===== config.mk =====
export PLATFORM = sky130hd
export DESIGN_NAME = c_comment_stripper_unit
export DESIGN_NICKNAME = d
export VERILOG_FILES = /design/src/rtl/ccs_pkg.sv /design/src/rtl/c_comment_stripper_unit.sv
export SDC_FILE = /design/constraint.sdc
export NUM_CORES = 1
export LEC_CHECK = 0
export BUFFER_PORTS_ARGS = -buffer_cell sky130_fd_sc_hd__buf_4
export CAP_MARGIN = 40
export CORE_UTILIZATION = 58
export DETAILED_ROUTE_END_ITERATION = 10
export PLACE_DENSITY = 0.78
export SLEW_MARGIN = 10
export SYNTH_ARGS = -nofsm -noshare
export SYNTH_HDL_FRONTEND = slang
export SYNTH_SLANG_ARGS = --single-unit

===== constraint.sdc =====
create_clock -name clk_i -period 4.6 [get_ports clk_i]
set_input_delay 0.23 -clock clk_i [delete_from_list [all_inputs] [get_ports clk_i]]
set_output_delay 0.23 -clock clk_i [all_outputs]
set_load 0.03 [all_outputs]

===== src/rtl/ccs_pkg.sv =====
// ----------------------------------------------------------------------------
// ccs_pkg: shared types, codes and scan step of the comment stripper
// Holds the scan mode codes, the byte constants and the one-word step
// function that turns one input word into up to two kept bytes.
// ----------------------------------------------------------------------------
package ccs_pkg;

  localparam int unsigned ByteW  = 8;
  localparam int unsigned ModeW  = 3;
  // Result queue depth; one input word may push two entries.
  localparam int unsigned QDepth = 4;

  localparam logic [ByteW-1:0] ChSlash   = 8'h2F;
  localparam logic [ByteW-1:0] ChStar    = 8'h2A;
  localparam logic [ByteW-1:0] ChLf      = 8'd10;
  localparam logic [ByteW-1:0] ChCr      = 8'd13;
  localparam logic [ByteW-1:0] LineEndRst = 8'd13;

  // Scan mode codes.
  localparam logic [ModeW-1:0] ModeNormal = 3'd0;
  localparam logic [ModeW-1:0] ModeHeld   = 3'd1;
  localparam logic [ModeW-1:0] ModeLine   = 3'd2;
  localparam logic [ModeW-1:0] ModeBlock  = 3'd3;
  localparam logic [ModeW-1:0] ModeStar   = 3'd4;

  typedef struct packed {
    logic [ModeW-1:0] mode;
    logic [1:0]       num;
    logic [ByteW-1:0] byte0;
    logic [ByteW-1:0] byte1;
  } step_t;

  typedef struct packed {
    logic [ByteW-1:0] kept;
    logic             last;
  } entry_t;

  function automatic step_t scan_step(input logic [ModeW-1:0] mode,
                                      input logic [ByteW-1:0] b,
                                      input logic             fin,
                                      input logic [ByteW-1:0] line_end);
    step_t r;
    logic  eol;
    r       = '0;
    r.mode  = mode;
    r.byte0 = b;
    r.byte1 = b;
    eol     = (b == ChLf) || (b == ChCr);
    unique case (mode)
      ModeHeld: begin
        if (b == ChSlash) begin
          r.mode = ModeLine;
        end else if (b == ChStar) begin
          r.mode = ModeBlock;
        end else begin
          r.byte0 = ChSlash;
          r.num   = 2'd2;
          r.mode  = ModeNormal;
        end
      end
      ModeLine: begin
        if (b == line_end) begin
          r.num  = 2'd1;
          r.mode = ModeNormal;
        end
      end
      ModeBlock: begin
        if (b == ChStar) begin
          r.mode = ModeStar;
        end else if (eol) begin
          r.num = 2'd1;
        end
      end
      ModeStar: begin
        if (b == ChSlash) begin
          r.mode = ModeNormal;
        end else if (b != ChStar) begin
          if (eol) begin
            r.num = 2'd1;
          end
          r.mode = ModeBlock;
        end
      end
      default: begin
        if (b == ChSlash) begin
          r.mode = ModeHeld;
        end else begin
          r.num  = 2'd1;
          r.mode = ModeNormal;
        end
      end
    endcase
    // Flush a held slash at end of text, then drop back to normal.
    if (fin) begin
      if (r.mode == ModeHeld) begin
        if (r.num == 2'd0) begin
          r.byte0 = ChSlash;
        end else begin
          r.byte1 = ChSlash;
        end
        r.num = r.num + 2'd1;
      end
      r.mode = ModeNormal;
    end
    return r;
  endfunction

endpackage


===== src/rtl/c_comment_stripper_unit.sv =====
// ----------------------------------------------------------------------------
// c_comment_stripper_unit: C comment remover for a byte stream
// Registered input word, combinational scan step, small result queue.
// ----------------------------------------------------------------------------
// Usage: feed source text one byte per word on the input channel, with
// final_byte_i set on the last byte of a text; the block returns the text
// with line and block comments removed. After a double slash, bytes are
// dropped up to and excluding the configured line-end code (register written
// through cfg_we_i / cfg_wdata_i, reset value 13), which is passed. Inside a
// block comment only LF and CR are passed. A lone slash is held until the
// next byte shows it is plain text, then both are sent; a held slash is
// flushed on the final byte, and any open comment ends with the text.
// Throughput is one input word per cycle while the input is not stalled.
// A word is held in the input register until it is processed; its results
// are then written to the result queue, which drives the output. The
// output sends at most one byte per cycle, and a lone slash sent with its
// following byte makes two entries from one word; a four-entry result queue
// absorbs that and decouples the two sides, and the input stalls only when
// the queue cannot take two more entries. run_last_o marks the last byte
// produced by one input word.
// ----------------------------------------------------------------------------
module c_comment_stripper_unit #(
  parameter int unsigned QDepth = ccs_pkg::QDepth
) (
  input  logic                     clk_i,
  input  logic                     rst_ni,
  // configuration
  input  logic                     cfg_we_i,
  input  logic [ccs_pkg::ByteW-1:0] cfg_wdata_i,
  // input channel
  input  logic                     in_valid_i,
  output logic                     in_stall_o,
  input  logic [ccs_pkg::ByteW-1:0] text_byte_i,
  input  logic                     final_byte_i,
  // output channel
  output logic                     out_valid_o,
  input  logic                     out_stall_i,
  output logic [ccs_pkg::ByteW-1:0] kept_byte_o,
  output logic                     run_last_o
);

  localparam int unsigned PtrW = (QDepth > 1) ? $clog2(QDepth) : 1;
  localparam int unsigned CntW = $clog2(QDepth + 1);

  // Line-end code register.
  logic [ccs_pkg::ByteW-1:0] line_end_q;

  always_ff @(posedge clk_i or negedge rst_ni) begin
    if (!rst_ni) begin
      line_end_q <= ccs_pkg::LineEndRst;
    end else if (cfg_we_i) begin
      line_end_q <= cfg_wdata_i;
    end
  end

  // Input register.
  logic                      in_vld_q, in_vld_d;
  logic [ccs_pkg::ByteW-1:0] in_byte_q;
  logic                      in_fin_q;
  logic                      in_take;
  logic                      room;
  logic                      proc;

  // Scan state.
  logic [ccs_pkg::ModeW-1:0] mode_q, mode_d;
  ccs_pkg::step_t            step;

  // Result queue.
  ccs_pkg::entry_t           q_mem [QDepth];
  logic [PtrW-1:0]           wr_ptr_q, wr_ptr_d, rd_ptr_q, rd_ptr_d;
  logic [CntW-1:0]           cnt_q, cnt_d;
  logic                      pop;
  ccs_pkg::entry_t           ent0, ent1;

  // Room for the worst case of two entries from one word.
  assign room       = (cnt_q <= CntW'(QDepth - 2));
  assign proc       = in_vld_q && room;
  assign in_stall_o = in_vld_q && !room;
  assign in_take    = in_valid_i && !in_stall_o;

  always_comb begin
    in_vld_d = in_vld_q;
    if (in_take) begin
      in_vld_d = 1'b1;
    end else if (proc) begin
      in_vld_d = 1'b0;
    end
  end

  always_ff @(posedge clk_i or negedge rst_ni) begin
    if (!rst_ni) begin
      in_vld_q <= 1'b0;
    end else begin
      in_vld_q <= in_vld_d;
    end
  end

  // Payload: hold while stalled, load on accept.
  always_ff @(posedge clk_i) begin
    if (in_take) begin
      in_byte_q <= text_byte_i;
      in_fin_q  <= final_byte_i;
    end
  end

  // One scan step per processed word.
  always_comb begin
    step   = ccs_pkg::scan_step(mode_q, in_byte_q, in_fin_q, line_end_q);
    mode_d = proc ? step.mode : mode_q;
  end

  always_ff @(posedge clk_i or negedge rst_ni) begin
    if (!rst_ni) begin
      mode_q <= ccs_pkg::ModeNormal;
    end else begin
      mode_q <= mode_d;
    end
  end

  // Build queue entries; the last byte of the word carries the run flag.
  always_comb begin
    ent0.kept = step.byte0;
    ent0.last = (step.num == 2'd1);
    ent1.kept = step.byte1;
    ent1.last = 1'b1;
  end

  assign pop = out_valid_o && !out_stall_i;

  always_comb begin
    wr_ptr_d = wr_ptr_q;
    rd_ptr_d = rd_ptr_q;
    cnt_d    = cnt_q;
    if (proc) begin
      wr_ptr_d = wr_ptr_q + PtrW'(step.num);
      cnt_d    = cnt_d + CntW'(step.num);
    end
    if (pop) begin
      rd_ptr_d = rd_ptr_q + PtrW'(1);
      cnt_d    = cnt_d - CntW'(1);
    end
  end

  always_ff @(posedge clk_i or negedge rst_ni) begin
    if (!rst_ni) begin
      wr_ptr_q <= '0;
      rd_ptr_q <= '0;
      cnt_q    <= '0;
    end else begin
      wr_ptr_q <= wr_ptr_d;
      rd_ptr_q <= rd_ptr_d;
      cnt_q    <= cnt_d;
    end
  end

  always_ff @(posedge clk_i) begin
    if (proc && (step.num != 2'd0)) begin
      q_mem[wr_ptr_q] <= ent0;
    end
    if (proc && (step.num == 2'd2)) begin
      q_mem[wr_ptr_q + PtrW'(1)] <= ent1;
    end
  end

  assign out_valid_o = (cnt_q != '0);
  assign kept_byte_o = q_mem[rd_ptr_q].kept;
  assign run_last_o  = q_mem[rd_ptr_q].last;

  // Queue never overfills.
  a_cnt_bound: assert property (@(posedge clk_i) disable iff (!rst_ni)
    cnt_q <= CntW'(QDepth))
    else $error("result queue count out of range");

  // Stall only when a word is waiting without room.
  a_stall_cause: assert property (@(posedge clk_i) disable iff (!rst_ni)
    in_stall_o |-> (in_vld_q && (cnt_q > CntW'(QDepth - 2))))
    else $error("input stalled without cause");

  // End of text always returns the scanner to normal mode.
  a_final_reset: assert property (@(posedge clk_i) disable iff (!rst_ni)
    (proc && in_fin_q) |=> (mode_q == ccs_pkg::ModeNormal))
    else $error("scan mode not cleared after final byte");

  // When no word is processed and nothing is popped, the queue count stays
  // unchanged.
  a_cnt_track: assert property (@(posedge clk_i) disable iff (!rst_ni)
    (!proc && !pop) |=> $stable(cnt_q))
    else $error("queue count changed without push or pop");

endmodule

-- Yosys cells after proc, flatten, opt, wreduce, memory -nomap -nowiden
Memory sizes are Yosys's and may differ from the RTL's.
Cells that the tools add are included.
- bitwise operators: 0
- shift-type cells: 0
- $add $sub $neg: 6
- divide/modulo/power cells: 0
- multiplexer cells: 27
- equality and inequality tests: 13
- multipliers: 0
- reductions and logical operators: 14
- magnitude comparators: 1
- operator list (cell ; count):
    2-to-1 mux 8 bit ; 3
    2-to-1 mux 21 bit ; 1
    2-to-1 mux 10 bit ; 2
    case mux 5 bit (4 select lines) ; 1
    2-to-1 mux 18 bit ; 1
    equality test 8 x 4 -> 1 bit (second input constant) ; 2
    equality test 8 x 6 -> 1 bit (second input constant) ; 2
    2-to-1 mux 3 bit ; 4
    2-to-1 mux 1 bit ; 10
    2-to-1 mux 5 bit ; 2
    equality test 8 bit ; 1
    != test 8 x 6 -> 1 bit (second input constant) ; 1
    adder 2 x 1 -> 2 bit (second input constant) ; 3
    equality test 3 x 1 -> 1 bit (second input constant) ; 2
    equality test 3 x 2 -> 1 bit (second input constant) ; 2
    logical AND 1 bit ; 6
    2-to-1 mux 2 bit ; 3
    nonzero test 2 bit ; 2
    adder 3 x 2 -> 3 bit ; 1
    equality test 3 bit (second input constant) ; 1
    less-or-equal comparator 3 x 2 -> 1 bit (second input constant) ; 1
    zero test 1 bit ; 3
    nonzero test 3 bit ; 1
    subtractor 3 x 1 -> 3 bit (second input constant) ; 1
    other kinds (5) ; 5
- bits in read-only memories: 0
- memories: 1
- RAM bits: 36
- input port bits: 22
- bits in latches: 0
- logic and storage cells: 70
- output and inout port bits: 11
- bits in registers: 28
- memories (name ; words ; bits a word ; read ports ; clocked after memory_dff ; write ports ; RTL line ; text):
    q_mem ; 4 ; 9 ; 1 ; 0 ; 2 ; c_comment_stripper_unit.sv:69 ; ccs_pkg::entry_t q_mem [QDepth];

-- Longest topological paths before layout
- depth in word-level cells: 14
- mapped depth: 16
- depth with buffers taken out: 14

-- Worst setup path before layout
OpenSTA, ideal clock, no wires.
- path kind: flip-flop to flip-flop
- from: reg in_byte_q[4] (netlist bit)
- to: reg cnt_q[2]
- period minus slack after synthesis: 3602 ps
- stages on the path, launching flop included: 15
- path slack: 998 ps
- arrival time: 3474 ps
- buffers on the path: 2
- required time: 4472 ps
- library setup time: 128 ps
- cells stage by stage: edfxtp_1 buf_6 or4b_4 buf_6 o31a_1 a21o_1 or3_4 o31a_4 clkinv_4 ha_1 fa_1 mux2i_1 ha_1 nand2_1 xor2_1
- longest elaborated chain between the ends: 13
- elaborated cells on any way between the ends: 29
- classes of those cells: add/sub (3); eq/ne (7); mux (18); reduce/logical (1)
- ends and longest elaborated chain (what ; RTL line ; text):
    from (decl) ; c_comment_stripper_unit.sv:58 ; logic [ccs_pkg::ByteW-1:0] in_byte_q;
    from (signal assigned) ; c_comment_stripper_unit.sv:101 ; in_byte_q <= text_byte_i;
    equality test 8 x 4 -> 1 bit ; ccs_pkg.sv:48 ; eol = (b == ChLf) || (b == ChCr);
    logical OR 1 bit ; ccs_pkg.sv:48 ;
    2-to-1 mux 1 bit ; ccs_pkg.sv:70, ccs_pkg.sv:78 ;
    2-to-1 mux 5 bit ; ccs_pkg.sv:77 ; end else if (b != ChStar) begin
    2-to-1 mux 2 bit ; ccs_pkg.sv:75 ; if (b == ChSlash) begin
    case mux 5 bit (4 select lines) * ; ccs_pkg.sv:49 ; unique case (mode)
    adder 2 x 1 -> 2 bit ; ccs_pkg.sv:101 ; r.num = r.num + 2'd1;
    2-to-1 mux 18 bit ; ccs_pkg.sv:95 ; if (r.mode == ModeHeld) begin
    2-to-1 mux 21 bit * ; ccs_pkg.sv:94 ; if (fin) begin
    adder 3 x 2 -> 3 bit * ; c_comment_stripper_unit.sv:136 ; cnt_d = cnt_d + CntW'(step.num);
    2-to-1 mux 3 bit * ; c_comment_stripper_unit.sv:134 ; if (proc) begin
    subtractor 3 x 1 -> 3 bit ; c_comment_stripper_unit.sv:140 ; cnt_d = cnt_d - CntW'(1);
    2-to-1 mux 3 bit * ; c_comment_stripper_unit.sv:138 ; if (pop) begin
    net cnt_d[2] ; c_comment_stripper_unit.sv:71 ; logic [CntW-1:0] cnt_q, cnt_d;
    to (signal assigned) ; c_comment_stripper_unit.sv:152 ; cnt_q <= cnt_d;
    to (decl) ; c_comment_stripper_unit.sv:71 ;
The timed path passes the listed nets; every way through them passes the cells marked *.
A chain may end at the register's enable or synchronous reset.

-- Final worst setup path
- from: reg in_byte_q[0] (netlist bit)
- to: reg cnt_q[2]
Same word-level chain as after synthesis.

==> results.py <==
metrics = {
    "pwr": {
        "p_int_mw": 1.36,
        "share_comb_of_total_power": 0.362,
        "clock_power_share": 0.211,
        "swShare": 0.371,
        "pwr-share-seq": 0.427,
        "p_per_area_nw_per_um2": 554,
        "irDropWorstVdd_v": 0.000331,
        "p_leak_nw": 1.47,
        "p_sw_uw": 802,
    },
    "die": {
        "die_width_um": 79.1,
        "ios": 33,
        "fp.dieH_um": 79.1,
        "initial_core_util": 0.615,
        "die_area_um2": 6260,
        "fp-row-count": 27,
        "core_um2": 5610,
    },
    "route": {
        "drc": 0,
        "vias": 2382,
        "firstDrtPassIters": 5,
        "ant_nets": 0,
        "initialDrtViolationCount": 276,
        "drt_wl_total_mm": 6.86,
        "wl_per_cell_um": 16.9,
        "viasPerCell": 5.88,
    },
    "setup_path": {
        "critPathLaunchType": "flop",
        "end_kind": "flop",
        "crit_buf_inv": 2,
        "critical_path_class": "flop to flop",
        "cp_slowest_cell": "nor2_1",
        "cp_max_fo": 12,
        "arrival_ps": 4230,
        "cpPeakStageDelay_ps": 590,
        "crit_family": "adder cells",
        "crit_required_ps": 4830,
        "critical_path.cell_chain": "xor2_1 -> nor3_1 -> nor2_1 -> clkinv_1 -> ha_1 -> o211ai_1 -> nor4_1 -> a21oi_1 -> inv_1 -> fa_1 -> mux2i_1 -> ha_1 -> nand2_1 -> xor2_1",
    },
    "layout": {
        "finalNetCount": 355,
        "drive_gt1_frac": 0.252,
        "fin_util": 0.695,
        "synthToLayoutAreaGrowth_pct": 13.1,
        "antenna_cells": 0,
    },
    "clocking": {
        "cts_buffers": 9,
        "clkLatencyLatePin_ps": 350,
        "clkTransAtPathRegs_ps": 70,
        "cts.sinks": 64,
        "clock_path_buffers": 2,
        "htree_levels": 3,
        "cts_setup_buffers": 0,
        "root_buffer": "clkbuf_8",
        "cts_tree": "yes",
    },
    "timing": {
        "setup_viol": 0,
        "period_share": 0.871,
        "max-slew-margin-rel": 0.491,
        "timing_hold_violations_final": 0,
        "timing.fmax_ghz": 0.250,
        "drv_slew": 0,
        "worst_slack_ps": 595,
        "final.setup.tns_ps": 0,
        "rsz0062_at_grt": "no",
        "worst_pin_slew_ps": 760,
        "fin_skew_ps": 11.9,
        "fin_crit_ps": 4010,
    },
    "grt": {
        "antenna_found_initial": 0,
        "grt_pass1_vias": 2249,
        "grt_pass1_wl_mm": 11.4,
        "track_usage": 0.249,
        "grt_max_degree": 20,
        "overflow": 0,
    },
    "logic_synthesis": {
        "ys_ff_latch": 64,
        "synth_cell_type_count": 64,
        "ys_top_cells_by_area": "edfxtp_1 (36%), dfrtp_1 (12%), mux4_2 (5.9%)",
        "yosysSeqAreaShare": 0.519,
        "syn_area_um2": 3450,
        "async_flop_share": 0.297,
        "yosys_warnings": 0,
        "synthFlopType": "edfxtp_1",
        "synthCells": 302,
        "synth_top_area_share": 0.357,
        "avgSynthCellArea_um2": 11.4,
        "synth_nets": 329,
        "synth_edf_count": 41,
        "yosys.area.top_type": "edfxtp_1",
    },
    "status": {
        "outcome": "complete, no violations",
    },
    "placed_design": {
        "port_buffers": 32,
        "gp_congestion": 0.974,
        "place_ws_ps": 639,
        "post-dp-hpwl_mm": 5.04,
    },
    "hold_path": {
        "hold_class": "input pin to flop",
    },
    "flow_run": {
        "cap_violations": 0,
    },
}
power by group through the flow:
stage	registers [mW]	logic (mW)	clock network, mW
6_report	0.922	0.782	0.456
5_1_grt	0.944	0.850	0.487
4_1_cts	0.922	0.784	0.462
3_5_place_dp	0.933	0.779	0
3_3_place_gp	0.923	0.763	0
2_1_floorplan	0.820	0.674	0
through the flow:
step	cells	hold slack (ps)	cell area (um2)	total power, mW
after floorplan	302	-65.6	3450	1.49
after global placement	388	122	3700	1.69
after detailed placement	388	123	3700	1.71
after CTS	405	45.0	3900	2.17
after global routing	405	34.4	3900	2.28
final	405	53.3	3900	2.16
cell usage in the layout, fill, tap and decap left out, types with 7 or more instances in the layout:
cell / netlist / routed
clkbuf_8: 0 / 9
mux2_2: 9 / 9
mux4_2: 9 / 9
nand2_1: 39 / 39
nor2_1: 18 / 18
inv_1: 9 / 9
dfrtp_1: 16 / 16
and2_1: 7 / 7
buf_4: 0 / 34
edfxtp_1: 41 / 41
xor2_1: 11 / 11
a21oi_1: 22 / 22
flip-flops by register name (all words and copies together), names as in the netlist, 2 cells and up:
| signal | count |
|---|---|
| q_mem | 36 |
| rd_ptr_q | 2 |
| wr_ptr_q | 2 |
| cnt_q | 3 |
| in_byte_q | 8 |
| line_end_q | 8 |
| mode_q | 3 |
layer usage:
layer  vias up  part of all wire  wire length, um  track usage
li1       1154                 -                -            -
met1      1116              0.44             3000        0.332
met2        95              0.49             3350        0.400
met3        17             0.055              377       0.0667
met4         0             0.019              129       0.0745
met5         -                 0                0            0
worst paths after layout:
check | depth (start not counted) | to | startpoint | slack, ps
worst max-delay path | 14 | cnt_q[2]$_DFF_PN0_ | in_byte_q[0]$_DFFE_PP_ | 590
worst min-delay path | 1 | in_byte_q[3]$_DFFE_PP_ | text_byte_i[3] | 50
worst max register to register | 14 | cnt_q[2]$_DFF_PN0_ | in_byte_q[0]$_DFFE_PP_ | 590
worst min register to register | 2 | q_mem[1][0]$_SDFFE_PP1P_ | q_mem[1][0]$_SDFFE_PP1P_ | 460
max in group asynchronous | 2 | line_end_q[3]$_DFFE_PN1P_ | rst_ni | 4040
min in group asynchronous | 2 | line_end_q[1]$_DFFE_PN0P_ | rst_ni | 280
timing repair:
action	CTS	global route
hold endpoints to repair	16	0
endpoints found under the setup margin	0	0
resized for setup	0	0
hold buffers	1	0
kinds of logic (layout without fill, tap and decap cells):
kind of cell,after synthesis,after routing,share of synthesized area
muxes,21,21,0.0969
and+or+nand+nor,103,103,0.152
DFF,64,64,0.519
buffers and inverters,31,62,0.0399
xor gates and xnor gates,13,13,0.0330
adders and majority gates,5,5,0.0203
AOI/OAI and AO/OA,65,65,0.139
worst reg2reg max path, cell delays in order (launching register included):
cell	delay [ps]
edfxtp_1	580
xor2_1	300
nor3_1	100
nor2_1	590
clkinv_1	200
ha_1	360
o211ai_1	90
nor4_1	200
a21oi_1	160
inv_1	230
fa_1	440
mux2i_1	210
ha_1	180
nand2_1	60
xor2_1	170
layout make-up:
class | count | area (um2)
Sequential cell | 64 | 1790
Fill cell | 425 | 1710
Multi-Input combinational cell | 207 | 1520
Timing Repair Buffer | 35 | 265
Clock buffer | 10 | 128
Tap cell | 72 | 90.1
Clock inverter | 6 | 60.1
Inverter | 11 | 46.3
synth_stat cells, types with 4 or more instances:
cell	count
mux2_2	9
a22oi_1	4
clkbuf_1	13
mux4_2	9
and2_1	7
a21oi_1	22
o21a_1	5
nor4_1	4
nand2b_1	4
ha_1	4
dfrtp_1	16
buf_1	4
o21ai_0	6
edfxtp_1	41
nand2_1	39
inv_1	9
nor2_1	18
or3_1	4
nor3_1	6
dfxtp_1	4
xor2_1	11
Note: power is estimated with default switching activity, not from simulation.
